--- src/rtl/piecewise_linear_rgba_transfer_unit_defines.svh ---
// Assertion macros for the piecewise-linear RGBA transfer unit.
// Included by the files that carry concurrent assertions; needs no other file.
// Define ASSERT_OFF to compile the checks away.
`ifndef PIECEWISE_LINEAR_RGBA_TRANSFER_UNIT_DEFINES_SVH
`define PIECEWISE_LINEAR_RGBA_TRANSFER_UNIT_DEFINES_SVH

`ifndef ASSERT_OFF
`define PLRT_ASSERT_IMPLY(label, clk, rst_n, ante, cons, msg) \
	label: assert property (@(posedge clk) disable iff (!rst_n) (ante) |-> (cons)) \
		else $error(msg);
`define PLRT_ASSERT_NEXT(label, clk, rst_n, ante, cons, msg) \
	label: assert property (@(posedge clk) disable iff (!rst_n) (ante) |=> (cons)) \
		else $error(msg);
`else
`define PLRT_ASSERT_IMPLY(label, clk, rst_n, ante, cons, msg)
`define PLRT_ASSERT_NEXT(label, clk, rst_n, ante, cons, msg)
`endif

`endif

--- src/rtl/plrt_pkg.sv ---
// Shared types and constants of the piecewise-linear RGBA transfer unit.
// Used by the cell, lane and top-level modules; depends on nothing.
package plrt_pkg;

	localparam int MAX_POINTS    = 8;
	localparam int POSITION_BITS = 12;
	localparam int INDEX_BITS    = 3;
	localparam int COUNT_BITS    = 4;
	localparam int COMP_BITS     = 8;
	localparam int NUM_COMP      = 4;
	localparam int POS_BITS      = POSITION_BITS + 1;
	localparam int DIFF_BITS     = COMP_BITS + 1;
	localparam int OFF_BITS      = POS_BITS + 1;
	localparam int PROD_BITS     = DIFF_BITS + OFF_BITS;
	localparam int QUO_BITS      = PROD_BITS - 2;
	localparam int DIV_CNT_BITS  = $clog2(QUO_BITS);

	localparam logic [POS_BITS-1:0] POS_ONE = POS_BITS'(1 << POSITION_BITS);

	localparam int COMP_RED   = 0;
	localparam int COMP_GREEN = 1;
	localparam int COMP_BLUE  = 2;
	localparam int COMP_ALPHA = 3;

	localparam logic OP_WRITE  = 1'b0;
	localparam logic OP_SAMPLE = 1'b1;

	typedef struct packed {
		logic [POS_BITS-1:0]                 pos;
		logic [NUM_COMP-1:0][COMP_BITS-1:0]  comp;
	} point_t;

	typedef struct packed {
		logic                      valid;
		logic [POSITION_BITS-1:0]  x;
		logic [COUNT_BITS-1:0]     left;
		logic                      found;
		logic                      has_prev;
		point_t                    prev;
		point_t                    lo;
		point_t                    hi;
	} query_t;

	typedef struct packed {
		logic load;
		logic mul;
		logic init;
		logic step;
	} lane_ctrl_t;

	typedef struct packed {
		logic [3:0]                pad;
		logic [POSITION_BITS-1:0]  sample_position;
		logic [COMP_BITS-1:0]      point_blue;
		logic [COMP_BITS-1:0]      point_green;
		logic [COMP_BITS-1:0]      point_red;
		logic [COMP_BITS-1:0]      point_alpha;
		logic [POS_BITS-1:0]       point_position;
		logic [INDEX_BITS-1:0]     point_index;
	} in_beat_t;

	typedef enum logic [2:0] {
		ST_IDLE,
		ST_SEARCH,
		ST_MUL,
		ST_INIT,
		ST_DIV,
		ST_FIN
	} state_t;

endpackage

--- src/rtl/piecewise_linear_rgba_transfer_unit.sv ---
// Piecewise-linear RGBA transfer unit. A write beat stores a control point in one
// cell of an eight-cell chain. A sample beat walks the chain, one cell per cycle,
// then four color lanes divide serially one quotient bit per cycle. No new beat is
// taken until the sample has passed the chain and the 21-step divider and its
// result is loaded into the output register; there it waits, so a new beat is
// accepted while the result is still held. Depends on plrt_pkg, plrt_cell,
// plrt_lane and the assertion macro header.
`include "piecewise_linear_rgba_transfer_unit_defines.svh"

module piecewise_linear_rgba_transfer_unit
	import plrt_pkg::*;
(
	input  logic                   clk,
	input  logic                   arst_n,
	input  logic                   s_tvalid,
	output logic                   s_tready,
	// From bit 0: point_index, point_position, point_alpha, point_red, point_green,
	// point_blue, sample_position, zero padding.
	input  logic [63:0]            s_tdata,
	// Bit 0: op.
	input  logic [0:0]             s_tuser,
	output logic                   m_tvalid,
	input  logic                   m_tready,
	// From bit 0: out_red, out_green, out_blue, out_alpha.
	output logic [31:0]            m_tdata,
	input  logic                   cfg_valid,
	output logic                   cfg_ready,
	input  logic [COUNT_BITS-1:0]  cfg_data
);

	in_beat_t                           beat;
	state_t                             state_q;
	state_t                             state_d;
	logic [COUNT_BITS-1:0]              count_q;
	logic [DIV_CNT_BITS-1:0]            div_cnt_q;
	logic                               empty_q;
	logic                               m_tvalid_q;
	logic [NUM_COMP-1:0][COMP_BITS-1:0] out_q;
	logic [NUM_COMP-1:0][COMP_BITS-1:0] lane_res;
	lane_ctrl_t                         lane_ctrl;
	logic                               out_load;
	logic                               in_acc;
	logic                               smp_acc;
	logic [MAX_POINTS-1:0]              wr_sel;
	point_t                             wr_pt;
	query_t                             qry_head;
	query_t                             qry [MAX_POINTS+1];
	query_t                             qry_end;
	point_t                             lo_pt;
	point_t                             hi_pt;
	logic                               chain_busy;

	localparam logic [DIV_CNT_BITS-1:0] DIV_LAST = DIV_CNT_BITS'(QUO_BITS - 1);

	assign beat      = in_beat_t'(s_tdata);
	assign s_tready  = (state_q == ST_IDLE);
	assign cfg_ready = 1'b1;
	assign in_acc    = s_tvalid && s_tready;
	assign smp_acc   = in_acc && (s_tuser[0] == OP_SAMPLE);
	assign m_tvalid  = m_tvalid_q;
	assign m_tdata   = out_q;

	always_comb begin
		wr_pt.pos              = beat.point_position;
		wr_pt.comp[COMP_RED]   = beat.point_red;
		wr_pt.comp[COMP_GREEN] = beat.point_green;
		wr_pt.comp[COMP_BLUE]  = beat.point_blue;
		wr_pt.comp[COMP_ALPHA] = beat.point_alpha;
		for (int i = 0; i < MAX_POINTS; i++) begin
			wr_sel[i] = in_acc && (s_tuser[0] == OP_WRITE)
				&& (beat.point_index == INDEX_BITS'(i));
		end
	end

	always_comb begin
		qry_head          = '0;
		qry_head.valid    = smp_acc;
		qry_head.x        = beat.sample_position;
		qry_head.left     = count_q;
	end

	assign qry[0] = qry_head;

	for (genvar g = 0; g < MAX_POINTS; g++) begin : g_cell
		plrt_cell u_cell (
			.clk      (clk),
			.arst_n   (arst_n),
			.wr_en    (wr_sel[g]),
			.wr_point (wr_pt),
			.qry_in   (qry[g]),
			.qry_out  (qry[g+1])
		);
	end

	assign qry_end = qry[MAX_POINTS];

	always_comb begin
		chain_busy = 1'b0;
		for (int i = 1; i <= MAX_POINTS; i++) begin
			chain_busy = chain_busy | qry[i].valid;
		end
	end

	always_comb begin
		if (qry_end.found) begin
			lo_pt = qry_end.lo;
			hi_pt = qry_end.hi;
		end else begin
			lo_pt                  = qry_end.prev;
			hi_pt                  = qry_end.prev;
			hi_pt.pos              = POS_ONE;
			hi_pt.comp[COMP_ALPHA] = '0;
		end
	end

	for (genvar j = 0; j < NUM_COMP; j++) begin : g_lane
		plrt_lane u_lane (
			.clk    (clk),
			.ctrl   (lane_ctrl),
			.a      (lo_pt.comp[j]),
			.b      (hi_pt.comp[j]),
			.lo_pos (lo_pt.pos),
			.hi_pos (hi_pt.pos),
			.x      (qry_end.x),
			.res    (lane_res[j])
		);
	end

	always_ff @(posedge clk or negedge arst_n) begin
		if (!arst_n) begin
			state_q <= ST_IDLE;
		end else begin
			state_q <= state_d;
		end
	end

	always_comb begin
		state_d   = state_q;
		lane_ctrl = '0;
		out_load  = 1'b0;
		unique case (state_q)
			ST_IDLE: begin
				if (smp_acc) begin
					state_d = ST_SEARCH;
				end
			end
			ST_SEARCH: begin
				if (qry_end.valid) begin
					lane_ctrl.load = 1'b1;
					state_d        = ST_MUL;
				end
			end
			ST_MUL: begin
				lane_ctrl.mul = 1'b1;
				state_d       = ST_INIT;
			end
			ST_INIT: begin
				lane_ctrl.init = 1'b1;
				state_d        = ST_DIV;
			end
			ST_DIV: begin
				lane_ctrl.step = 1'b1;
				if (div_cnt_q == DIV_LAST) begin
					state_d = ST_FIN;
				end
			end
			ST_FIN: begin
				if (!m_tvalid_q || m_tready) begin
					out_load = 1'b1;
					state_d  = ST_IDLE;
				end
			end
			default: begin
				state_d = ST_IDLE;
			end
		endcase
	end

	always_ff @(posedge clk or negedge arst_n) begin
		if (!arst_n) begin
			count_q    <= '0;
			div_cnt_q  <= '0;
			m_tvalid_q <= 1'b0;
		end else begin
			if (cfg_valid && cfg_ready) begin
				count_q <= (cfg_data > COUNT_BITS'(MAX_POINTS)) ?
					COUNT_BITS'(MAX_POINTS) : cfg_data;
			end
			if (lane_ctrl.init) begin
				div_cnt_q <= '0;
			end else if (lane_ctrl.step) begin
				div_cnt_q <= div_cnt_q + DIV_CNT_BITS'(1);
			end
			if (out_load) begin
				m_tvalid_q <= 1'b1;
			end else if (m_tready) begin
				m_tvalid_q <= 1'b0;
			end
		end
	end

	always_ff @(posedge clk) begin
		if (lane_ctrl.load) begin
			empty_q <= !qry_end.has_prev;
		end
		if (out_load) begin
			out_q <= empty_q ? '0 : lane_res;
		end
	end

	`PLRT_ASSERT_IMPLY(a_idle_chain_empty, clk, arst_n, state_q == ST_IDLE, !chain_busy, "query left in chain while idle")
	`PLRT_ASSERT_NEXT(a_sample_starts_search, clk, arst_n, smp_acc, state_q == ST_SEARCH, "accepted sample did not start a search")
	`PLRT_ASSERT_NEXT(a_div_ends, clk, arst_n, (state_q == ST_DIV) && (div_cnt_q == DIV_LAST), state_q == ST_FIN, "divider did not finish on its last step")
	`PLRT_ASSERT_IMPLY(a_count_range, clk, arst_n, 1'b1, count_q <= COUNT_BITS'(MAX_POINTS), "point count above table depth")

endmodule

--- src/rtl/plrt_cell.sv ---
// One cell of the control point chain: holds one point and passes the search query on.
// Depends on plrt_pkg.
module plrt_cell
	import plrt_pkg::*;
(
	input  logic   clk,
	input  logic   arst_n,
	input  logic   wr_en,
	input  point_t wr_point,
	input  query_t qry_in,
	output query_t qry_out
);

	point_t pt_q;
	query_t qry_d;
	query_t qry_q;
	logic   vld_q;
	point_t implicit_lo;

	always_ff @(posedge clk) begin
		if (wr_en) begin
			pt_q <= wr_point;
		end
	end

	always_comb begin
		implicit_lo                  = pt_q;
		implicit_lo.pos              = '0;
		implicit_lo.comp[COMP_ALPHA] = '0;
		qry_d = qry_in;
		if (qry_in.valid && (qry_in.left != '0)) begin
			qry_d.left = qry_in.left - COUNT_BITS'(1);
			if (!qry_in.found && (pt_q.pos > {1'b0, qry_in.x})) begin
				qry_d.found = 1'b1;
				qry_d.hi    = pt_q;
				qry_d.lo    = qry_in.has_prev ? qry_in.prev : implicit_lo;
			end
			qry_d.prev     = pt_q;
			qry_d.has_prev = 1'b1;
		end
	end

	always_ff @(posedge clk) begin
		qry_q <= qry_d;
	end

	always_ff @(posedge clk or negedge arst_n) begin
		if (!arst_n) begin
			vld_q <= 1'b0;
		end else begin
			vld_q <= qry_in.valid;
		end
	end

	always_comb begin
		qry_out       = qry_q;
		qry_out.valid = vld_q;
	end

endmodule

--- src/rtl/plrt_lane.sv ---
// One color lane: difference, product, serial restoring divide and saturation.
// Depends on plrt_pkg; sequenced by the top level through lane_ctrl_t.
module plrt_lane
	import plrt_pkg::*;
(
	input  logic                      clk,
	input  lane_ctrl_t                ctrl,
	input  logic [COMP_BITS-1:0]      a,
	input  logic [COMP_BITS-1:0]      b,
	input  logic [POS_BITS-1:0]       lo_pos,
	input  logic [POS_BITS-1:0]       hi_pos,
	input  logic [POSITION_BITS-1:0]  x,
	output logic [COMP_BITS-1:0]      res
);

	logic [COMP_BITS-1:0]         a_q;
	logic signed [DIFF_BITS-1:0]  diff_s1;
	logic signed [OFF_BITS-1:0]   off_s1;
	logic signed [OFF_BITS-1:0]   span_s1;
	logic signed [PROD_BITS-1:0]  prod_s2;
	logic [QUO_BITS-1:0]          quo_q;
	logic [POS_BITS-1:0]          rem_q;
	logic [POS_BITS-1:0]          dvs_q;
	logic                         neg_q;
	logic                         zero_q;

	logic signed [PROD_BITS-1:0]  prod_abs;
	logic signed [OFF_BITS-1:0]   span_abs;
	logic [POS_BITS:0]            trial;
	logic [POS_BITS:0]            trial_sub;
	logic                         ge;
	logic signed [PROD_BITS-1:0]  q_ext;
	logic signed [PROD_BITS-1:0]  q_sgn;
	logic signed [PROD_BITS-1:0]  sum;

	always_comb begin
		prod_abs  = prod_s2[PROD_BITS-1] ? -prod_s2 : prod_s2;
		span_abs  = span_s1[OFF_BITS-1] ? -span_s1 : span_s1;
		trial     = {rem_q, quo_q[QUO_BITS-1]};
		trial_sub = trial - {1'b0, dvs_q};
		ge        = trial >= {1'b0, dvs_q};
		q_ext     = {2'b00, quo_q};
		q_sgn     = neg_q ? -q_ext : q_ext;
		sum       = zero_q ? PROD_BITS'(a_q) : (PROD_BITS'(a_q) + q_sgn);
		if (sum[PROD_BITS-1]) begin
			res = '0;
		end else if (sum > PROD_BITS'(255)) begin
			res = '1;
		end else begin
			res = sum[COMP_BITS-1:0];
		end
	end

	always_ff @(posedge clk) begin
		if (ctrl.load) begin
			a_q     <= a;
			diff_s1 <= DIFF_BITS'({1'b0, b}) - DIFF_BITS'({1'b0, a});
			off_s1  <= OFF_BITS'(x) - OFF_BITS'(lo_pos);
			span_s1 <= OFF_BITS'(hi_pos) - OFF_BITS'(lo_pos);
		end
		if (ctrl.mul) begin
			prod_s2 <= diff_s1 * off_s1;
		end
		if (ctrl.init) begin
			quo_q  <= prod_abs[QUO_BITS-1:0];
			rem_q  <= '0;
			dvs_q  <= span_abs[POS_BITS-1:0];
			neg_q  <= prod_s2[PROD_BITS-1] ^ span_s1[OFF_BITS-1];
			zero_q <= (span_s1 == '0);
		end
		if (ctrl.step) begin
			rem_q <= ge ? trial_sub[POS_BITS-1:0] : trial[POS_BITS-1:0];
			quo_q <= {quo_q[QUO_BITS-2:0], ge};
		end
	end

endmodule
--- config.mk ---
export PLATFORM = sky130hd
export DESIGN_NAME = piecewise_linear_rgba_transfer_unit
export DESIGN_NICKNAME = d
export VERILOG_FILES = /design/src/rtl/plrt_pkg.sv /design/src/rtl/piecewise_linear_rgba_transfer_unit.sv /design/src/rtl/plrt_cell.sv /design/src/rtl/plrt_lane.sv
export VERILOG_INCLUDE_DIRS = /design/src /design/src/rtl
export SDC_FILE = /design/constraint.sdc
export NUM_CORES = 2
export LEC_CHECK = 0
export BUFFER_PORTS_ARGS = -buffer_cell sky130_fd_sc_hd__buf_4
export CAP_MARGIN = 20
export CORE_MARGIN = 2
export CORE_UTILIZATION = 49
export CTS_CLUSTER_SIZE = 24
export DETAILED_ROUTE_END_ITERATION = 7
export PLACE_DENSITY = 0.74
export SYNTH_ARGS = -nofsm -noshare
export SYNTH_HDL_FRONTEND = slang
export SYNTH_SLANG_ARGS = --single-unit
export TNS_END_PERCENT = 20
--- constraint.sdc ---
create_clock -name clk -period 5.2 [get_ports clk]
set_input_delay 1.04 -clock clk [delete_from_list [all_inputs] [get_ports clk]]
set_output_delay 1.04 -clock clk [all_outputs]
set_load 0.05 [all_outputs]
Yosys cells after proc, flatten, opt, wreduce, memory -nomap -nowiden
Cells that the tools add are included.
{"block": "classes", "n_mux": 84, "n_mul": 4, "n_eq_ne": 17, "shift": 0, "bitwise_logic": 5, "order_cmp": 17, "addsub": 31, "reduce_logical": 55, "div_mod_pow": 0}
{"operator": "141-bit two-way mux", "n": 7}
{"operator": "90-bit two-way mux", "n": 7}
{"operator": "45-bit two-way mux", "n": 9}
{"operator": "21-bit two-way mux", "n": 12}
{"operator": "23-bit two-way mux", "n": 8}
{"operator": "137-bit two-way mux", "n": 1}
{"operator": "13-bit two-way mux", "n": 10}
{"operator": "13-bit by 12-bit > comparator with 1-bit output", "n": 8}
{"operator": "8-bit by 23-bit adder with 23-bit output", "n": 4}
{"operator": "23-bit by 9-bit > comparator with 1-bit output, second input constant", "n": 4}
{"operator": "9-bit by 14-bit multiplier with 23-bit output", "n": 4}
{"operator": "21-bit negator with 23-bit output", "n": 4}
{"operator": "21-bit negator", "n": 4}
{"operator": "69-bit two-way mux", "n": 1}
{"operator": "14-bit by 13-bit >= comparator with 1-bit output", "n": 4}
{"operator": "13-bit subtractor", "n": 4}
{"operator": "8-bit by 8-bit subtractor with 9-bit output", "n": 4}
{"operator": "8-bit two-way mux", "n": 4}
{"operator": "4-bit nonzero test", "n": 8}
{"operator": "4-bit by 1-bit subtractor with 4-bit output, second input constant", "n": 7}
{"operator": "1-bit logical AND", "n": 26}
{"operator": "3-bit == test, second input constant", "n": 6}
{"operator": "3-bit one-hot mux with 6 select lines", "n": 1}
{"operator": "1-bit two-way mux", "n": 17}
{"operator": "23 further kinds", "n": 49}
{"block": "totals", "latch_bits": 0, "output_inout_bits": 35, "mem_count": 0, "ramBits": 0, "input_bits": 74, "regBits": 1952, "romBits": 0, "word_cells": 446}

Logic depth before layout (Yosys ltp)
{"block": "logic_depth", "depth_word": 6, "depth_mapped": 24, "depth_no_buf": 23}

Cells and area by module
Synthesis repeated with hierarchy kept, for this count alone.
{"block": "unflattened", "cells_unflattened": 8960, "hier_area_um2": 105901.6}
{"module": "plrt_cell", "seq_area_each_um2": 4439.3, "cells_per_inst": 441, "area_per_inst_um2": 6718.9, "n_inst": 8}
{"module": "plrt_lane at g_lane[3].u_lane", "seq_area_each_um2": 3483.3, "cells_per_inst": 1289, "area_per_inst_um2": 12391.9, "n_inst": 1}
{"module": "plrt_lane at g_lane[0].u_lane", "seq_area_each_um2": 3483.3, "cells_per_inst": 1274, "area_per_inst_um2": 12384.4, "n_inst": 1}
{"module": "plrt_lane at g_lane[1].u_lane", "seq_area_each_um2": 3483.3, "cells_per_inst": 1294, "area_per_inst_um2": 12323.1, "n_inst": 1}
{"module": "plrt_lane at g_lane[2].u_lane", "seq_area_each_um2": 3483.3, "cells_per_inst": 1246, "area_per_inst_um2": 12162.9, "n_inst": 1}
{"module": "piecewise_linear_rgba_transfer_unit", "seq_area_each_um2": 1316.3, "cells_per_inst": 329, "area_per_inst_um2": 2887.8, "n_inst": 1}

Worst setup path before layout
OpenSTA, ideal clock, no wires.
{"block": "synth_timing", "path_kind": "reg-to-reg", "startpoint": "reg state_q[2]", "endpoint": "reg g_cell[0].u_cell.pt_q, in the netlist g_cell[0].u_cell.implicit_lo[0], enable pin", "setup_time_ns": 0.504, "slack_ns": -0.614, "synth_period_minus_slack_ns": 5.814, "stages_incl_launch_ff": 6, "arrival_time_ns": 5.310, "required_time_ns": 4.696, "n_path_buf": 1, "cell_sequence": "dfrtp_1 clkbuf_1 nor3_1 nand2_1 or3_1 nor3_1"}
{"block": "synth_via", "elab_chain_cells": 4}
{"element": "start, declared", "line_no": "piecewise_linear_rgba_transfer_unit.sv:32", "text": "state_t state_q;"}
{"element": "start signal, assigned", "line_no": "piecewise_linear_rgba_transfer_unit.sv:133", "text": "state_q <= state_d;"}
{"element": "3-bit logical NOT", "line_no": "piecewise_linear_rgba_transfer_unit.sv:56", "text": "assign s_tready = (state_q == ST_IDLE);"}
{"element": "named net s_tready", "line_no": "piecewise_linear_rgba_transfer_unit.sv:16", "text": "output logic s_tready,"}
{"element": "1-bit logical AND", "line_no": "piecewise_linear_rgba_transfer_unit.sv:58", "text": "assign in_acc = s_tvalid && s_tready;"}
{"element": "1-bit logical AND", "line_no": "piecewise_linear_rgba_transfer_unit.sv:70", "text": "wr_sel[i] = in_acc && (s_tuser[0] == OP_WRITE)"}
{"element": "1-bit logical AND", "line_no": "piecewise_linear_rgba_transfer_unit.sv:71", "text": "&& (beat.point_index == INDEX_BITS'(i));"}
{"element": "named net g_cell[0].u_cell.wr_en", "line_no": "plrt_cell.sv:8", "text": "input logic wr_en,"}
{"element": "end signal, assigned", "line_no": "plrt_cell.sv:22", "text": "pt_q <= wr_point;"}
{"element": "end, declared", "line_no": "plrt_cell.sv:14", "text": "point_t pt_q;"}
The timed path passes the listed nets, and every way through them passes these cells.
A chain may end at the register's enable or synchronous reset.

==> metrics <==
status complete, but fails checks; failing checks negative setup slack; Comb pwr share 53.7%; final period utilization 105.1%; top cell family by delay on the critical path adder cells; post-route setup slack -262.7 ps; CP Capture Type flop; worst skew pair latency around 850 ps; Syn-to-layout area delta 12.94%; number of clock sinks between 1,500 and 2,000; most common cell after layout, fill and taps aside dfxtp_1; Die Ht 445.2 um; vias per std cell about 5.2; Ports ~110; Worst setup SP type flop; Critical Path AT 6020 ps; unrepaired setup endpoints after global routing true; syn_nets 9,111; f_max ~180 MHz; die width 445.2 um; Clock power frac 16.9%; Sequential cell area approximately 0.046 mm2; Syn Area/Cell 11.70 um2; CTS tree yes; initial core utilization between 40% and 50%; worst slack, placed -461.7 ps; Final Core Density 55.81%; Tmin final 5463 ps; # Max-Cap Violations 0; detailed-route via count roughly 58,000; Power Density around 760 mW/mm2; final net count around 9,400; share of layout cells above drive strength 1 between 20% and 30%; Critical Path RT 5760 ps; switching share of power about 38%; max-slew violations 0; core area approximately 0.19 mm2; ANT nets after route 0; Final Hold Fails 0; Buf/Inv on CP 6; Routed WL about 200,000 um; Max H-tree Level 4; crit path from g_lane[1].u_lane.off_s1[3]$_DFFE_PP_; Ys Warns 0; CTS root buffer clkbuf_16; Post-Syn Area between 0.09 and 0.1 mm2; IO buf count ~100; Worst R2R Start g_lane[1].u_lane.off_s1[3]$_DFFE_PP_; Most used DFF post-synth dfxtp_1; most frequent cells in the layout dfxtp_1 (1,169), mux2_2 (960), inv_1 (778); iteration count of the initial detailed-routing pass 7; vias in the first global route a little over 60,000; worst vdd ir about 0.92 mV; final setup vio count 19; Die ar. just under 0.2 mm2; CP max stage delay 580 ps; first-pass GRT wire length around 330,000 um; Yosys reg bits around 1,900; Clock Pin Slew Worst Setup and Hold Paths around 60 ps; cell row count between 150 and 200; WL/cell approximately 18 um; Least-Margin Pin Slew 1103 ps; internal power ~51 mW; antenna violations before repair 10; Max clock buf depth 3; crit path kind flop to flop; number of distinct library cells after synthesis 92; worst hold path class input pin to asynchronous set/reset pin; fillers between 15,000 and 20,000; Post-Syn Instances around 8,100; switching pwr slightly above 30 mW; total gr overflow 0; Post-DP HPWL 149,700 um; area of the multi-input gates approximately 0.046 mm2; sequential power share 29.4%; drt first-iter violations around 3,500; GRT Total Usage around a fifth; post-synthesis sequential area ratio around 48%; Slew headroom 26.45%; clock skew 74.41 ps; largest net degree at the start of global routing a little under 90; CP max FO 6; slowest cell on the critical path fa_1; DRC viols 0; Placer Congestion 0.8932; P_leak 45.14 nW; number of synthesized flops with an enable pin ~730; critical path cell sequence buf_6 -> and2_4 -> fa_1 -> inv_2 -> fa_1 -> inv_2 -> fa_1 -> fa_1 -> fa_1 -> ha_4 -> inv_2 -> o21ai_2 -> a21oi_2 -> o21ai_1 -> a41o_1 -> o41ai_2 -> buf_4 -> buf_6 -> o21bai_1 -> a21oi_1 -> xnor2_1; cts bufs inserted around 190; Crit path top cell by count fa_1; ys async rst share under 10%
[metrics by stage]
stage | cells | power (mW) | hold slack (ps) | cell area, um2 | TNS, ps
after global placement | 10720 | 63.64 | 339.2 | 100500 | -5803
after CTS | 11100 | 80.70 | 88.98 | 107400 | -1459
after global routing | 11110 | 88.33 | 111.2 | 107700 | -6513
after detailed placement | 10720 | 65.11 | 337.4 | 100600 | -8396
final | 11110 | 81.63 | 112.1 | 107700 | -1683
after floorplan | 8148 | 53.55 | 330.8 | 95370 | -21540
[final timing paths]
path                                                                to  slack, ps  depth (start not counted)
worst min-delay path                            count_q[0]$_DFFE_PN0P_        110                          1
max in group asynchronous                         m_tvalid$_DFFE_PN0P_       4670                          1
worst max-delay path            g_lane[2].u_lane.prod_s2[20]$_DFFE_PN_       -260                         21
min in group clk                 g_cell[0].u_cell.qry_out[150]$_DFF_P_        310                          1
worst min register to register   g_cell[7].u_cell.qry_out[146]$_DFF_P_        350                          0
worst max register to register  g_lane[2].u_lane.prod_s2[20]$_DFFE_PN_       -260                         21
[layer usage]
layer / global-route usage (%) / share of wire [%] / routed length [um] / up-vias
met5: 0 / 0 / 0 / -
met3: 2.818 / 4.2 / 8508 / 358
met4: 6.258 / 2.8 / 5573 / 0
met1: 28.04 / 47 / 94760 / 28240
met2: 32.93 / 46 / 92420 / 1227
li1: - / - / - / 28360
[cell families (layout without fill, tap and decap cells)]
family	Yosys count	after routing	synth area share, %
simple gates	1858	1858	9.782
mux	1120	1120	13.02
buf+inv	1113	1549	4.498
flops	1927	1927	48.23
other cells	1	3	0.003932
compound gates	882	882	6.098
fa+ha+maj	889	889	15.08
xor+xnor	358	358	3.288
[power by group through the flow]
| stage | Combinational (mW) | Sequential (mW) | Clock [mW] |
|---|---|---|---|
| 2_1_floorplan | 30.3 | 23.2 | 0 |
| 4_1_cts | 42.5 | 24.1 | 14.1 |
| 3_5_place_dp | 40.7 | 24.4 | 0 |
| 6_report | 43.8 | 24.0 | 13.8 |
| 5_1_grt | 49.2 | 24.4 | 14.7 |
| 3_3_place_gp | 39.3 | 24.3 | 0 |
[synth_stat cells (48+ instances only)]
master	count	share of area [%]
fa_1	434	9.1
dfxtp_1	1175	25
or3_1	52	0.34
ha_1	455	6.0
inv_1	784	3.1
nand2_1	649	2.6
nand3_1	62	0.33
a21oi_1	165	0.87
mux2_2	960	11
a21o_1	66	0.52
o21a_1	48	0.38
nor2_1	283	1.1
mux2i_1	160	1.7
o21ai_0	261	1.4
nor2b_1	81	0.53
xor2_1	162	1.5
xnor2_1	196	1.8
and2_1	391	2.6
nor3_1	56	0.29
clkbuf_1	297	1.2
edfxtp_1	731	23
nand2b_1	96	0.63
[what timing repair did]
| item | in CTS | in global routing |
|---|---|---|
| resized for setup | 68 | 48 |
| gates cloned | 1 | 1 |
| pin swaps | 28 | 44 |
| setup endpoints to repair | 33 | 34 |
| buffers inserted | 16 | 9 |
| hold buffers | 0 | 0 |
[layout make-up]
| cell class | count | share of cell area [%] |
|---|---|---|
| clock inverters | 95 | 1.025 |
| diodes | 2 | 0.004647 |
| inverters | 784 | 2.735 |
| multi-input cells | 5108 | 42.34 |
| well taps | 2526 | 2.934 |
| repair buffers | 407 | 3.260 |
| clock buffers | 263 | 4.981 |
| flip-flops and latches | 1927 | 42.72 |
[registers in the layout, summed over array words and instances (netlist names), 14 cells and up]
register                   count
g_cell.u_cell.implicit_lo    192
g_cell.u_cell.pt_q           168
g_cell.u_cell.qry_out       1175
g_lane.u_lane.a_q             32
g_lane.u_lane.diff_s1         36
g_lane.u_lane.off_s1          14
g_lane.u_lane.prod_s2         88
g_lane.u_lane.quo_q           84
g_lane.u_lane.rem_q           52
g_lane.u_lane.span_s1         14
m_tdata                       32
Note: power is estimated with default switching activity, not from simulation.
